**src/rtl/core/bis_pkg.sv**
```systemverilog
// ============================================================================
// bis_pkg
// Shared codes and widths for the bounded integer set unit.
// ============================================================================
package bis_pkg;

    localparam int CAPACITY_DEF = 16;

    localparam int CMD_W    = 2;
    localparam int VALUE_W  = 32;
    localparam int STATUS_W = 3;
    localparam int FILL_W   = 5;

    typedef enum logic [CMD_W-1:0] {
        CMD_QUERY  = 2'd0,
        CMD_INSERT = 2'd1,
        CMD_REMOVE = 2'd2
    } t_cmd;

    typedef enum logic [STATUS_W-1:0] {
        ST_PRESENT   = 3'd0,
        ST_ABSENT    = 3'd1,
        ST_INSERTED  = 3'd2,
        ST_DUPLICATE = 3'd3,
        ST_FULL      = 3'd4,
        ST_REMOVED   = 3'd5,
        ST_NOT_FOUND = 3'd6
    } t_status;

endpackage

```
**src/rtl/core/bounded_integer_set_unit.sv**
```systemverilog
// ============================================================================
// bounded_integer_set_unit
// Fixed-capacity set of signed 32-bit integers, dense in insertion order.
// ============================================================================
// Usage:
//   Command channel: drive i_cmd / i_value and raise start; the beat is taken
//   at a rising edge with start high and busy low. busy stays high while the
//   command runs. Command 0 queries membership, 1 inserts, 2 removes; code 3
//   behaves as a query.
//   Result channel: o_done pulses for one cycle with o_status and
//   o_fill_count (count after the command). The receiver cannot stall, so the
//   result must be captured in that cycle. busy is already low while o_done
//   is high, so the next command may be taken in the strobe cycle.
//   Scan: entries are scanned one per cycle through the single read port
//   of the entry store, stopping at the first match. A remove that hits at
//   slot s then moves the count-1-s later entries down, one entry per cycle
//   over the same port.
//   Reset (synchronous, active low) empties the set; the entry store itself
//   is not cleared, since slots at or above the count are never read.
// ============================================================================
module bounded_integer_set_unit #(
    parameter int CAPACITY = bis_pkg::CAPACITY_DEF
) (
    input  logic                               i_clk,
    input  logic                               i_rst_n,
    input  logic                               start,
    output logic                               busy,
    input  logic [bis_pkg::CMD_W-1:0]          i_cmd,
    input  logic signed [bis_pkg::VALUE_W-1:0] i_value,
    output logic                               o_done,
    output logic [bis_pkg::STATUS_W-1:0]       o_status,
    output logic [bis_pkg::FILL_W-1:0]         o_fill_count
);

    import bis_pkg::*;

    localparam int CNT_W = $clog2(CAPACITY + 1);
    localparam int IDX_W = (CAPACITY > 1) ? $clog2(CAPACITY) : 1;

    typedef enum logic [2:0] {
        S_IDLE  = 3'b001,
        S_SCAN  = 3'b010,
        S_SHIFT = 3'b100
    } t_state;

    t_state              r_state, n_state;
    logic [CNT_W-1:0]    r_count, n_count;
    logic [CNT_W-1:0]    r_idx,   n_idx;     // slot in read data / shift dest
    logic                r_done,  n_done;
    t_status             r_status, n_status;
    logic [CMD_W-1:0]    r_cmd;
    logic [VALUE_W-1:0]  r_value;

    logic                accept;
    logic [CMD_W-1:0]    cmd_eff;
    logic [VALUE_W-1:0]  value_eff;
    logic [CNT_W:0]      idx_p1, idx_p2;
    logic                resolve, found;

    logic                wr_en;
    logic [IDX_W-1:0]    wr_addr, rd_addr;
    logic [VALUE_W-1:0]  wr_data, rd_data;

    assign accept  = start && (r_state == S_IDLE);
    assign busy    = (r_state != S_IDLE);
    assign idx_p1  = {1'b0, r_idx} + (CNT_W+1)'(1);
    assign idx_p2  = {1'b0, r_idx} + (CNT_W+1)'(2);

    // The empty-set case resolves in the accept cycle, before the latch.
    assign cmd_eff   = (r_state == S_IDLE) ? i_cmd : r_cmd;
    assign value_eff = (r_state == S_IDLE) ? VALUE_W'(i_value) : r_value;

    bis_mem #(
        .DEPTH  (CAPACITY),
        .WIDTH  (VALUE_W),
        .ADDR_W (IDX_W)
    ) u_mem (
        .i_clk     (i_clk),
        .i_wr_en   (wr_en),
        .i_wr_addr (wr_addr),
        .i_wr_data (wr_data),
        .i_rd_addr (rd_addr),
        .o_rd_data (rd_data)
    );

    always_comb begin
        n_state  = r_state;
        n_count  = r_count;
        n_idx    = r_idx;
        n_done   = 1'b0;
        n_status = r_status;
        rd_addr  = '0;
        wr_en    = 1'b0;
        wr_addr  = r_idx[IDX_W-1:0];
        wr_data  = rd_data;
        resolve  = 1'b0;
        found    = 1'b0;

        unique case (r_state)
            S_IDLE: begin
                if (accept) begin
                    n_idx = '0;
                    if (r_count == '0) begin
                        resolve = 1'b1;
                    end else begin
                        n_state = S_SCAN;
                    end
                end
            end
            S_SCAN: begin
                // rd_data holds entry r_idx
                if (rd_data == r_value) begin
                    resolve = 1'b1;
                    found   = 1'b1;
                end else if (idx_p1 >= {1'b0, r_count}) begin
                    resolve = 1'b1;
                end else begin
                    n_idx   = idx_p1[CNT_W-1:0];
                    rd_addr = idx_p1[IDX_W-1:0];
                end
            end
            S_SHIFT: begin
                // rd_data holds entry r_idx+1; move it down
                wr_en = 1'b1;
                if (idx_p2 < {1'b0, r_count}) begin
                    n_idx   = idx_p1[CNT_W-1:0];
                    rd_addr = idx_p2[IDX_W-1:0];
                end else begin
                    n_state  = S_IDLE;
                    n_count  = r_count - CNT_W'(1);
                    n_status = ST_REMOVED;
                    n_done   = 1'b1;
                end
            end
            default: begin
                n_state = S_IDLE;
            end
        endcase

        if (resolve) begin
            n_state = S_IDLE;
            n_done  = 1'b1;
            case (cmd_eff)
                CMD_INSERT: begin
                    if (found) begin
                        n_status = ST_DUPLICATE;
                    end else if (r_count >= CNT_W'(CAPACITY)) begin
                        n_status = ST_FULL;
                    end else begin
                        wr_en    = 1'b1;
                        wr_addr  = r_count[IDX_W-1:0];
                        wr_data  = value_eff;
                        n_count  = r_count + CNT_W'(1);
                        n_status = ST_INSERTED;
                    end
                end
                CMD_REMOVE: begin
                    if (!found) begin
                        n_status = ST_NOT_FOUND;
                    end else if (idx_p1 < {1'b0, r_count}) begin
                        // later entries to close up; dest slot stays in r_idx
                        n_state = S_SHIFT;
                        n_done  = 1'b0;
                        rd_addr = idx_p1[IDX_W-1:0];
                    end else begin
                        n_count  = r_count - CNT_W'(1);
                        n_status = ST_REMOVED;
                    end
                end
                default: begin
                    n_status = found ? ST_PRESENT : ST_ABSENT;
                end
            endcase
        end
    end

    always_ff @(posedge i_clk) begin
        if (!i_rst_n) begin
            r_state <= S_IDLE;
            r_count <= '0;
            r_done  <= 1'b0;
        end else begin
            r_state <= n_state;
            r_count <= n_count;
            r_done  <= n_done;
        end
    end

    always_ff @(posedge i_clk) begin
        r_idx    <= n_idx;
        r_status <= n_status;
        if (accept) begin
            r_cmd   <= i_cmd;
            r_value <= VALUE_W'(i_value);
        end
    end

    assign o_done       = r_done;
    assign o_status     = r_status;
    assign o_fill_count = FILL_W'(r_count);

    // ------------------------------------------------------------------------
    // Assertions
    // ------------------------------------------------------------------------
    a_count_bound: assert property (@(posedge i_clk) disable iff (!i_rst_n)
        r_count <= CNT_W'(CAPACITY))
        else $error("fill count above capacity");

    a_count_only_on_done: assert property (@(posedge i_clk) disable iff (!i_rst_n)
        ($past(i_rst_n) && (r_count != $past(r_count))) |-> r_done)
        else $error("fill count changed without a result beat");

    a_insert_grows: assert property (@(posedge i_clk) disable iff (!i_rst_n)
        ($past(i_rst_n) && r_done && (r_status == ST_INSERTED))
            |-> (r_count == $past(r_count) + CNT_W'(1)))
        else $error("insert did not grow the set by one");

    a_done_after_busy: assert property (@(posedge i_clk) disable iff (!i_rst_n)
        ($past(i_rst_n) && r_done) |-> ($past(r_state) != S_IDLE || $past(start)))
        else $error("result beat without a command in flight");

endmodule

```
**src/rtl/core/bis_mem.sv**
```systemverilog
// ============================================================================
// bis_mem
// Entry store: one write port, one read port, registered read data.
// ============================================================================
module bis_mem #(
    parameter int DEPTH  = 16,
    parameter int WIDTH  = 32,
    parameter int ADDR_W = 4
) (
    input  logic              i_clk,
    input  logic              i_wr_en,
    input  logic [ADDR_W-1:0] i_wr_addr,
    input  logic [WIDTH-1:0]  i_wr_data,
    input  logic [ADDR_W-1:0] i_rd_addr,
    output logic [WIDTH-1:0]  o_rd_data
);

    logic [WIDTH-1:0] r_mem [DEPTH];
    logic [WIDTH-1:0] r_rd_data;

    always_ff @(posedge i_clk) begin
        if (i_wr_en) begin
            r_mem[i_wr_addr] <= i_wr_data;
        end
        r_rd_data <= r_mem[i_rd_addr];
    end

    assign o_rd_data = r_rd_data;

endmodule
```
**config.mk**
```make
export PLATFORM = sky130hd
export DESIGN_NAME = bounded_integer_set_unit
export DESIGN_NICKNAME = d
export VERILOG_FILES = /design/src/rtl/core/bis_pkg.sv /design/src/rtl/core/bounded_integer_set_unit.sv /design/src/rtl/core/bis_mem.sv
export SDC_FILE = /design/constraint.sdc
export NUM_CORES = 1
export LEC_CHECK = 0
export BUFFER_PORTS_ARGS = -buffer_cell sky130_fd_sc_hd__buf_2
export CORE_ASPECT_RATIO = 1.1
export CORE_MARGIN = 4
export CORE_UTILIZATION = 56
export CTS_CLUSTER_DIAMETER = 60
export DETAILED_ROUTE_END_ITERATION = 10
export PLACE_DENSITY = 0.73
export SLEW_MARGIN = 15
export SYNTH_ARGS = -nofsm -noshare
export SYNTH_HDL_FRONTEND = slang
export SYNTH_HIERARCHICAL = 1
export SYNTH_SLANG_ARGS = --single-unit
export TNS_END_PERCENT = 10
```
**constraint.sdc**
```tcl
create_clock -name i_clk -period 5.36 [get_ports i_clk]
set_input_delay 0.268 -clock i_clk [delete_from_list [all_inputs] [get_ports i_clk]]
set_output_delay 0.268 -clock i_clk [all_outputs]
set_load 0.1 [all_outputs]
```
Yosys cells after proc, flatten, opt, wreduce, memory -nomap -nowiden
Memory sizes are Yosys's and may differ from the RTL's. A register that Yosys moved wholly into a read port is not among the register bits.
Index checks and enable logic that the tools add are counted.
- memories kept: 1
- memory bits (writable): 512
- input port bits: 37
- logic and storage cells: 104
- output and inout bits: 10
- flip-flop bits (word level): 51
- $lt $le $gt $ge: 4
- mux-type cells: 68
- equal/unequal tests: 15
- reductions and logical operators: 5
- add/sub/neg operators: 4
- memory list (name ; words ; bits a word ; read ports ; clocked after memory_dff ; write ports ; RTL line ; RTL):
    u_mem.r_mem ; 16 ; 32 ; 1 ; 1 ; 1 ; bis_mem.sv:18 ; logic [WIDTH-1:0] r_mem [DEPTH];
- operators with widths (operator ; number):
    32-bit 2-to-1 mux ; 5
    5-bit 2-to-1 mux ; 11
    4-bit 2-to-1 mux ; 11
    3-bit 2-to-1 mux ; 14
    32-bit equality test ; 1
    1-bit 2-to-1 mux ; 20
    5-bit one-hot mux with 3 select lines ; 1
    6-bit by 5-bit less-than comparator with 1-bit output ; 2
    2-bit inequality test (second input constant) ; 5
    5-bit one-hot mux with 2 select lines ; 1
    3-bit inequality test (second input constant) ; 3
    3-bit one-hot mux with 3 select lines ; 1
    4-bit one-hot mux with 2 select lines ; 1
    5-bit by 1-bit adder with 6-bit output (second input constant) ; 1
    5-bit by 2-bit adder with 6-bit output (second input constant) ; 1
    6-bit by 5-bit greater-or-equal comparator with 1-bit output ; 1
    3-bit one-hot mux with 2 select lines ; 1
    5-bit by 1-bit adder with 5-bit output (second input constant) ; 1
    5-bit greater-or-equal comparator (second input constant) ; 1
    5-bit zero test ; 1
    5-bit AND reduction ; 1
    5-bit by 1-bit subtractor with 5-bit output (second input constant) ; 1
    4-bit AND reduction ; 1
    3-bit by 1-bit equality test with 1-bit output (second input constant) ; 1
    9 further kinds ; 9

Longest topological paths before layout
Gate-level depths: netlist (run 1).
- depth after elaboration: 9
- gate-level depth with buffers: 15
- mapped depth without buffers: 13

By module
Netlist (run 1), hierarchy kept.
- by module, submodules not included (module ; cells each ; area each (um^2) ; seq. area each (um^2) ; instances):
    bis_mem ; 838 ; 19835.3 ; 16015.4 ; 1
    bounded_integer_set_unit ; 391 ; 3678.5 ; 1411.4 ; 1

Least setup slack after synthesis (run 1)
OpenSTA, ideal clock, no wires.
- path type: reg-to-reg
- start: register r_count[3], in the netlist o_fill_count[3]
- end: memory u_mem.r_mem[0][0] (enable)
- path slack: -0.990 ns
- setup time: 0.461 ns
- clock period less this slack: 6.350 ns
- data required time: 4.899 ns
- buffers on the path: 2
- arrival: 5.889 ns
- cell stages (with the launch flop): 13
- path through: dfxtp_1 -> clkbuf_1 -> inv_1 -> ha_1 -> a21o_1 -> a21oi_1 -> and3_1 -> clkbuf_1 -> o2111a_1 -> nor4_4 -> mux2_2 -> or3b_2 -> nor3_1
- elaborated cells between the ends (all ways): 18
- those cells by class: order compare (2); mux (15); reduce/logical (1)
- RTL lines (item ; RTL line ; RTL):
    start: declaration ; bounded_integer_set_unit.sv:47 ; logic [CNT_W-1:0] r_count, n_count;
    start signal: assignment ; bounded_integer_set_unit.sv:184 ; r_count <= n_count;
    6-bit by 5-bit greater-or-equal comparator with 1-bit output, or another cell as far along ; bounded_integer_set_unit.sv:115 ; end else if (idx_p1 >= {1'b0, r_count}) begin
    1-bit 2-to-1 mux, or another cell as far along ; bounded_integer_set_unit.sv:115 ;
    1-bit 2-to-1 mux, or another cell as far along ; bounded_integer_set_unit.sv:112 ; if (rd_data == r_value) begin
    1-bit one-hot mux with 2 select lines / 4-bit 2-to-1 mux (equally long branches) ; bounded_integer_set_unit.sv:99, bounded_integer_set_unit.sv:143 ;
    4-bit 2-to-1 mux (*) ; bounded_integer_set_unit.sv:140 ; if (resolve) begin
    net wr_addr[2] ; bounded_integer_set_unit.sv:61 ; logic [IDX_W-1:0] wr_addr, rd_addr;
    end: declaration ; bis_mem.sv:18 ;
The timed path passes the listed nets; every way through them passes the cells marked *.

Worst setup path in the final report (run 1)
- start: register r_idx[2]
- end: memory u_mem.r_mem[3][16] (enable)
- elaborated cells between the ends (all ways): 12
- those cells by class: add/sub (1); order compare (1); mux (10)
- RTL lines (item ; RTL line ; RTL):
    start: declaration ; bounded_integer_set_unit.sv:48 ; logic [CNT_W-1:0] r_idx, n_idx;
    start signal: assignment ; bounded_integer_set_unit.sv:190 ; r_idx <= n_idx;
    5-bit by 1-bit adder with 6-bit output ; bounded_integer_set_unit.sv:66 ; assign idx_p1 = {1'b0, r_idx} + (CNT_W+1)'(1);
    net idx_p1[3] ; bounded_integer_set_unit.sv:57 ; logic [CNT_W:0] idx_p1, idx_p2;
    6-bit by 5-bit greater-or-equal comparator with 1-bit output ; bounded_integer_set_unit.sv:115 ;
    1-bit 2-to-1 mux ; bounded_integer_set_unit.sv:115 ;
    1-bit 2-to-1 mux ; bounded_integer_set_unit.sv:112 ;
    1-bit one-hot mux with 2 select lines ; bounded_integer_set_unit.sv:99 ; unique case (r_state)
    4-bit 2-to-1 mux ; bounded_integer_set_unit.sv:140 ;
    net wr_addr[1] ; bounded_integer_set_unit.sv:61 ;
The timed path passes the listed nets, and every way through them passes these cells.

==> qor.yml, run 1 <==
synth_edf_count: 551
dr_total_vias: 12305
synthArstFlopShare_pct: 0
dieArea_um2: 45300
power_frac_seq_pct: 54.5
cts_buffers: 57
power_mw: 9.47
slew_violations: 0
synth_adder_area_share_pct: 0.851
setup_violations: 0
worstPathArrival_ns: 5.18
place_congestion: 0.883
synth_xor_xnor_area_share_pct: 1.45
cts_tree: "yes"
final_common_cell: "edfxtp_1"
synthSimpleGateAreaFrac_pct: 3.84
ctsRootBufferMaster: "clkbuf_16"
cts_max_level: 2
final_net_count: 1444
grt_pass1_vias: 12604
routed_wl_um: 52800
crit_fanout: 22
postSynthRegisterBits: 595
hold_class: "in -> reg"
drive_gt1_share_pct: 26.3
synth_ff_type: "edfxtp_1"
fin_util_pct: 66.1
yosysWarnings: 6
ctsResizeCount: 0
grt_max_degree: 78
status: "finished clean"
layoutNonFillerInstCount: 1999
fin_hold_ws_ns: 0.390
synth_compound_area_share_pct: 4.26
ys_types: 58
synth_area_per_cell_um2: 19.1
yosysSeqAreaShare_pct: 74.1
die_h_um: 223
start_kind: "flop"
globalRouteTotalUtil_pct: 23.7
design_area_um2: 27300
worst_slack_ns: 0.418
netlist_area_um2: 23500
power_density_nw_per_um2: 346
antenna_found_initial: 0
dr.first_iter.drc_count: 1231
power_leakage_nw: 9.02
worstMarginPinSlew_ns: 1.11
post-cts-setup-buffer-count: 0
diodes: 0
worstSetupPathType: "reg -> reg"
muxShareOfSynthArea_pct: 14.0
dr.pass1.iters: 5
crit_required_ns: 5.60
path_clk_slew_ns: 0.07
clock.fmax_ghz: 0.202
synthesis.nets: 1282
place_hpwl_um: 29800
cts-hold-fix-buffers: 36
cts_buffer_depth: 3
rsz0062_at_grt: "false"
die_x_um: 203
ant_nets: 0
grt_pass1_wl_um: 79800
io_buffers: 46
endpoint_kind: "flop"
ir_drop_v: 0.000282
ios: 47
dp.cells: 1856
p_int_mw: 7.48
clk_latency_ns: 0.61
p_clk_share_pct: 41.3
cts_sinks: 595
final_cell_mix: "edfxtp_1 (551), mux4_2 (128), buf_4 (67), a22oi_1 (64), clkbuf_16 (57)"
wl_per_cell_um: 26.4
dpl_cell_area_um2: 25200
drc: 0
p_comb_share_pct: 4.2
synth_top_family_by_area: "multiplexers"
finalHoldViolations: 0
p_sw_mw: 1.98
start_util_pct: 56.8
period_needed_ns: 4.94
dp_slack_ns: 0.574
timing.slew.headroom_pct: 25.0
row_count: 78
area_delta_synth_final_pct: 16.3
synthCells: 1229
fin_crit_sh_pct: 92.2
drv_cap: 0
power_switching_share_pct: 21.0
skew_ns: 0.0229
core_area_um2: 41400
overflow: 0
setup_tns_ns: 0
viasPerCell: 6.16
## cell usage after synthesis (all sizes together), types with 6 or more instances
master,number,area share [%]
ha,16,0.85
a22oi,64,2.0
clkbuf,27,0.43
buf,36,0.82
nor2b,8,0.21
nor4,14,0.44
mux2i,34,1.4
nand3,15,0.32
nor3,10,0.23
nand2,49,0.78
dfxtp,44,3.7
inv,15,0.24
mux2,6,0.29
a21oi,39,0.83
o21ai,6,0.13
xor2,34,1.3
mux4,128,12
edfxtp,551,70
nor2,64,1.0
## cell families after synthesis
family | Yosys count
AOI/OAI and AO/OA | 145
xor gates and xnor gates | 39
adders and majority gates | 16
buffers and inverters | 78
DFF | 595
muxes | 168
and+or+nand+nor | 188
## final cells by class
cell class              instances  area, µm²
fillers                      2765      14000
well taps                     560        701
inverters                      15       56.3
clock inverters                30        268
repair buffers                166       1430
flip-flops and latches        595      17400
clock buffers                  77       1550
multi-input cells             556       5910
## flip-flops by register name, indices dropped and copies added, names as in the netlist
name and cells:
r_cmd 2, o_status 3, u_mem/r_mem 512, o_done 1, r_state 3, o_fill_count 5
u_mem/o_rd_data 32, r_idx 5, r_value 32
## per-layer routing
| metal | vias to the layer above | wire length [µm] | global-route usage, % | part of all wire (%) |
|---|---|---|---|---|
| li1 | 5334 | - | - | - |
| met1 | 6407 | 21500 | 34.1 | 41 |
| met2 | 488 | 26500 | 39.0 | 50 |
| met3 | 76 | 3740 | 3.69 | 7.1 |
| met4 | 0 | 986 | 5.68 | 1.9 |
| met5 | - | 0 | 0 | 0 |
## worst paths after layout
path	from	end	cells after the start	slack, ns
max	r_idx[2]$_SDFFCE_PN0P_	u_mem/r_mem[3][16]$_DFFE_PP_	13	0.42
min	i_cmd[1]	r_cmd[1]$_DFFE_PP_	2	0.39
max reg2reg	r_idx[2]$_SDFFCE_PN0P_	u_mem/r_mem[3][16]$_DFFE_PP_	13	0.42
min reg2reg	o_status[1]$_DFF_P_	o_status[1]$_DFF_P_	2	0.50
## worst max-delay path, cell delays in order (launching register included)
cell and delay [ns]:
edfxtp_1 0.43, ha_1 0.25, nand2_1 0.09, xnor2_1 0.24
ha_1 0.31, a21o_1 0.17, a21oi_1 0.18, and3_1 0.37
o2111a_1 0.35, nor4_4 0.11, o21ai_0 0.88, nand2_1 0.52
nor2_4 0.23, buf_4 0.42
## power groups by stage
stage | registers, mW | clock network (mW) | logic, mW
finish | 5.16 | 3.91 | 0.401
floorplan | 5.30 | 0 | 0.180
detailed placement | 5.26 | 0 | 0.377
global placement | 5.25 | 0 | 0.367
global route | 5.16 | 4.17 | 0.431
CTS | 5.16 | 3.98 | 0.399
Power figures use the tool's default switching activity.
==> run 2, diff against run 1 <==
--- a/config.mk
+++ b/config.mk
@@ -5,12 +5,12 @@
 export SDC_FILE = /design/constraint.sdc
 export NUM_CORES = 1
 export LEC_CHECK = 0
-export BUFFER_PORTS_ARGS = -buffer_cell sky130_fd_sc_hd__buf_2
 export CORE_ASPECT_RATIO = 1.1
 export CORE_MARGIN = 4
-export CORE_UTILIZATION = 56
-export CTS_CLUSTER_DIAMETER = 60
+export CORE_UTILIZATION = 57
+export CTS_CLUSTER_DIAMETER = 30
 export DETAILED_ROUTE_END_ITERATION = 10
+export DONT_BUFFER_PORTS = 1
 export PLACE_DENSITY = 0.73
 export SLEW_MARGIN = 15
 export SYNTH_ARGS = -nofsm -noshare
==> run 2 against run 1 <==
  * Register-to-register slack better by 0.096 ns
  * Clock skew rose by 0.0078 ns
  * Final area is 4.5% higher
  * Sequential share of layout area is 2.7 points lower
  * Flip-flop and latch count unchanged
  * Combinational power shrank 21%
  * Maximum frequency grew 2.0%
  * Setup slack better by 0.096 ns
  * Via count increased by 3.5%
  * Cell count is 1.9% lower
  * Largest power group is now the clock network
==> qor.yml, run 2 (synthesis gave the netlist of run 1 again) <==
status: "finished clean"
timing.slew.headroom_pct: 22.2
cts_max_level: 3
die_h_um: 221
clock.fmax_ghz: 0.206
slowest_stage: "a21oi_1"
globalRouteTotalUtil_pct: 26.3
wl_per_cell_um: 29.6
overflow: 0
worstMarginPinSlew_ns: 1.16
grt_max_degree: 55
cts_buffer_depth: 3
finalHoldViolations: 0
final_common_cell: "edfxtp_1"
regArea_um2: 17400
grt_pass1_wl_um: 86400
dr.pass1.iters: 5
antenna_found_initial: 1
slowest_delay_ns: 0.87
row_count: 77
hold_class: "in -> reg"
dr_total_vias: 12738
crit_required_ns: 5.61
power_density_nw_per_um2: 425
core_area_um2: 40500
cts_buffers: 103
design_area_um2: 28600
io_buffers: 0
final_net_count: 1414
skew_ns: 0.0306
grt_pass1_vias: 13154
ant_nets: 0
r2r_slack_ns: 0.51
fin_util_pct: 70.6
crit_chain: "xor2_1 > nor4_1 > nand4_1 > o2111a_1 > nor4_4 > buf_4 > nor2_1 > a21oi_1"
ctsResizeCount: 0
multi_input_area_um2: 5940
ir_drop_v: 0.000319
fin_hold_ws_ns: 0.160
dpl_cell_area_um2: 24600
viasPerCell: 6.50
ctsRootBufferMaster: "clkbuf_16"
rsz0062_at_grt: "false"
routed_wl_um: 58000
endpoint_kind: "flop"
start_kind: "flop"
power_leakage_nw: 9.49
final_cell_mix: "edfxtp_1 (551), mux4_2 (128), clkbuf_16 (107), a22oi_1 (64), nor2_1 (51)"
path_clk_slew_ns: 0.05
drc: 0
dr.first_iter.drc_count: 1521
largest_reg_flops: 512
cts_tree: "yes"
place_hpwl_um: 30900
clk_latency_ns: 0.63
die_x_um: 202
worstSetupPathType: "reg -> reg"
crit_fanout: 54
start_util_pct: 58.1
period_needed_ns: 4.85
worstPathArrival_ns: 5.09
fin_crit_sh_pct: 90.4
slew_violations: 0
fillers: 2393
drive_gt1_share_pct: 27.2
area_delta_synth_final_pct: 21.5
place_congestion: 0.877
drv_cap: 0
setup_violations: 0
dieArea_um2: 44600
cts_sinks: 595
max_flop_register: "u_mem/r_mem"
ios: 47
## run 2: cell types whose count changed in the layout (fill, tap and decap cells not counted), moves of 2 or more
cell / before / now
buf_2: 46 / 0
inv_6: 2 / 7
bufinv_16: 4 / 14
clkinvlp_4: 4 / 13
a21oi_2: 0 / 9
clkinv_2: 10 / 13
buf_12: 17 / 15
buf_4: 67 / 38
clkinv_4: 1 / 10
clkbuf_16: 57 / 107
a21oi_1: 39 / 30
clkbuf_8: 5 / 2
## run 2: cell type report
cell class                 instances  area share [%]
clock buffer                     124            9.67
sequential                       595            61.0
tap                              513            2.25
timing repair buffer              90            3.35
multi-input combinational        556            20.8
antenna                            1         0.00876
inverter                          15           0.197
clock inverter                    67            2.75
## run 2: per-layer routing
layer,vias up,share of wire [%],track usage (%),routed length [µm]
met5,-,0,0,0
met1,6573,37,35.0,21600
met2,721,51,43.5,29400
met3,116,8.8,5.39,5080
li1,5328,-,-,-
met4,0,3.3,9.90,1910
## run 2: path summary, 6_finish.rpt
check | startpoint | end | cells past startpoint
worst max-delay path | r_value[16]$_DFFE_PP_ | u_mem/r_mem[0][16]$_DFFE_PP_ | 8
worst min-delay path | start | r_idx[0]$_SDFFCE_PN0P_ | 2
worst max register to register | r_value[16]$_DFFE_PP_ | u_mem/r_mem[0][16]$_DFFE_PP_ | 8
worst min register to register | u_mem/r_mem[6][14]$_DFFE_PP_ | u_mem/o_rd_data[14]$_DFF_P_ | 3
## run 2: report_power, final
| part | switching [mW] | total [mW] | leakage [nW] | internal, mW |
|---|---|---|---|---|
| combinational | 0.219 | 0.315 | 2.45 | 0.0967 |
| clock | 2.25 | 6.60 | 1.70 | 4.35 |
| sequential | 0.0782 | 5.22 | 5.35 | 5.14 |
| total | 2.54 | 12.1 | 9.49 | 9.59 |
## run 2: timing repair
item	CTS	global route
endpoints found under the hold margin	43	0
hold buffers	37	0
buffers inserted	0	0
## run 2: worst max-delay path: cells and delay by family, from the launching register on
kind | cells | cell delay [ns]
compound gates | 2 | 1.29
xor+xnor | 1 | 0.21
buf+inv | 1 | 0.70
flops | 1 | 0.40
simple gates | 4 | 1.81
## run 2: through the flow
stage / TNS (ns) / setup WS (ns) / std cells / power [mW]
floorplan: -105.80 / -0.697 / 1229 / 5.48
global placement: 0 / 0.537 / 1732 / 5.58
detailed placement: 0 / 0.513 / 1732 / 5.59
CTS: 0 / 0.479 / 1960 / 12.2
global route: 0 / 0.204 / 1961 / 12.5
finish: 0 / 0.514 / 1961 / 12.1
==> run 3, diff against run 2 <==
==> constraint.sdc (replaced) <==
create_clock -name i_clk -period 5.36 [get_ports i_clk]
set_input_delay 0.268 -clock i_clk [delete_from_list [all_inputs] [get_ports i_clk]]
set_output_delay 0.268 -clock i_clk [all_outputs]
set_load 0.005 [all_outputs]
==> run 3 against run 2 <==
  * Hold slack gained 0.0036 ns
  * Global-route usage is 0.082 points lower
  * Sequential power fell by 1%
  * Total power is 0.69% lower
  * Via count barely moved
  * Final area is 0.14% higher
  * Non-clock buffer count down 7
  * Clock skew is 0.0011 ns higher
  * Flip-flop and latch count is the same
  * Combinational power fell by 2%
  * Die area unchanged
==> qor.yml, run 3 (synthesis gave the netlist of run 1 again) <==
antenna_found_initial: 1
regArea_um2: 17400
power_density_nw_per_um2: 421
drv_cap: 0
place_congestion: 0.815
r2r-end: "u_mem/o_rd_data[11]$_DFF_P_"
crit_chain: "xor2_1 > nor4_1 > nand4_1 > or2_2 > mux2i_1 > nor3_1 > mux2_8 > buf_12 > mux4_2 > a22oi_1 > nand2_1"
grt_pass1_vias: 13153
fin_crit_sh_pct: 91.4
rsz0062_at_grt: "false"
setup_tns_ns: 0
largest_reg_flops: 512
status: "finished clean"
power_leakage_nw: 9.50
max_flop_register: "u_mem/r_mem"
timing.slew.headroom_pct: 20.8
place_hpwl_um: 28400
core_area_um2: 40500
ctsResizeCount: 0
crit_fanout: 37
hold_class: "in -> reg"
grt_pass1_wl_um: 86100
globalRouteTotalUtil_pct: 26.2
overflow: 0
r2r_slack_ns: 0.46
row_count: 77
cts_sinks: 595
routed_wl_um: 58200
cts_buffers: 107
crit_family: "simple AND/OR/NAND/NOR gates"
slowest_delay_ns: 0.78
slowest_stage: "nor4_1"
wl_per_cell_um: 29.6
ant_nets: 0
multi_input_area_um2: 5910
area_delta_synth_final_pct: 21.7
skew_ns: 0.0317
dr.pass1.iters: 5
io_buffers: 0
clock.fmax_ghz: 0.204
cts_tree: "yes"
ir_drop_v: 0.000308
setup_violations: 0
cts_buffer_depth: 3
whs_path_depth: 3
die_h_um: 221
dieArea_um2: 44600
r2r_cells: 11
period_needed_ns: 4.90
cts-hold-fix-buffers: 36
cts_max_level: 3
ctsRootBufferMaster: "clkbuf_16"
hold_start: "i_value[28]"
path_clk_slew_ns: 0.06
r2r_start: "r_value[13]$_DFFE_PP_"
worstPathArrival_ns: 5.40
post-cts-setup-buffer-count: 0
die_x_um: 202
drc: 0
fin_hold_ws_ns: 0.163
viasPerCell: 6.48
finalHoldViolations: 0
dr.first_iter.drc_count: 1463
grt_max_degree: 59
final_cell_mix: "edfxtp_1 (551), mux4_2 (128), clkbuf_16 (110), a22oi_1 (64), nor2_1 (51)"
clk_latency_ns: 0.64
fillers: 2368
drive_gt1_share_pct: 27.2
start_util_pct: 58.1
endpoint_kind: "flop"
crit_buf_inv: 1
slew_violations: 0
worstMarginPinSlew_ns: 1.19
ios: 47
dr_total_vias: 12741
worstSetupPathType: "reg -> reg"
start_kind: "flop"
whs_endpoint: "u_mem/r_mem[6][28]$_DFFE_PP_"
final_common_cell: "edfxtp_1"
final_net_count: 1411
crit_required_ns: 5.86
[run 3: cell count changes in the layout (fill, tap and decap cells not counted), moves of 2 or more]
cell,previous run,this run
clkbuf_8,2,5
inv_8,0,3
clkinv_2,13,18
clkbuf_16,107,110
a21oi_2,9,2
clkinv_1,9,7
bufinv_16,14,8
buf_12,15,21
inv_6,7,10
buf_4,38,26
a21oi_1,30,37
clkinv_4,10,12
[run 3: tightest hold or removal path: cells and delay by family]
kind / cells / cell delay (ns)
compound gates: 1 / 0.14
buf+inv: 1 / 0.21
mux: 1 / 0.05
[run 3: layer usage]
metal	track usage [%]	vias to the layer above	share of wire, %
li1	-	5341	-
met1	34.8	6606	37
met5	0	-	0
met2	43.2	687	51
met3	5.40	107	8.4
met4	10.4	0	3.1
[run 3: cell type report]
class,instances,share of cell area (%)
sequential,595,60.9
multi-input combinational,556,20.7
clock buffer,129,10.0
timing repair buffer,83,3.41
clock inverter,73,2.51
tap,513,2.24
inverter,15,0.197
antenna,2,0.0175
[run 3: worst max path at each step]
| stage | end | depth (start not counted) | slack [ns] | from |
|---|---|---|---|---|
| 4_1_cts | u_mem/o_rd_data[11]$_DFF_P_ | 11 | 0.37 | r_value[10]$_DFFE_PP_ |
| 5_1_grt | u_mem/o_rd_data[11]$_DFF_P_ | 11 | 0.25 | r_value[9]$_DFFE_PP_ |
| 2_1_floorplan | u_mem/r_mem[4][0]$_DFFE_PP_ | 13 | -0.13 | r_idx[2]$_SDFFCE_PN0P_ |
| 3_3_place_gp | u_mem/o_rd_data[11]$_DFF_P_ | 11 | 0.59 | r_value[13]$_DFFE_PP_ |
| 6_report | u_mem/o_rd_data[11]$_DFF_P_ | 11 | 0.46 | r_value[13]$_DFFE_PP_ |
| 3_5_place_dp | u_mem/o_rd_data[15]$_DFF_P_ | 11 | 0.47 | r_value[9]$_DFFE_PP_ |
[run 3: through the flow]
step | instance area, µm² | power [mW] | cells | setup slack [ns] | util, %
3_3_place_gp | 24600 | 5.52 | 1726 | 0.588 | 60.9
5_1_grt | 28600 | 12.4 | 1966 | 0.255 | 70.7
6_report | 28600 | 12.1 | 1966 | 0.463 | 70.7
2_1_floorplan | 23500 | 5.43 | 1229 | -0.135 | -
3_5_place_dp | 24600 | 5.53 | 1726 | 0.466 | 60.9
4_1_cts | 28600 | 12.1 | 1964 | 0.367 | 70.7
[run 3: power by group]
group	switching, mW	total [mW]	internal [mW]
sequential	0.0305	5.17	5.14
combinational	0.207	0.308	0.101
clock	2.33	6.57	4.24
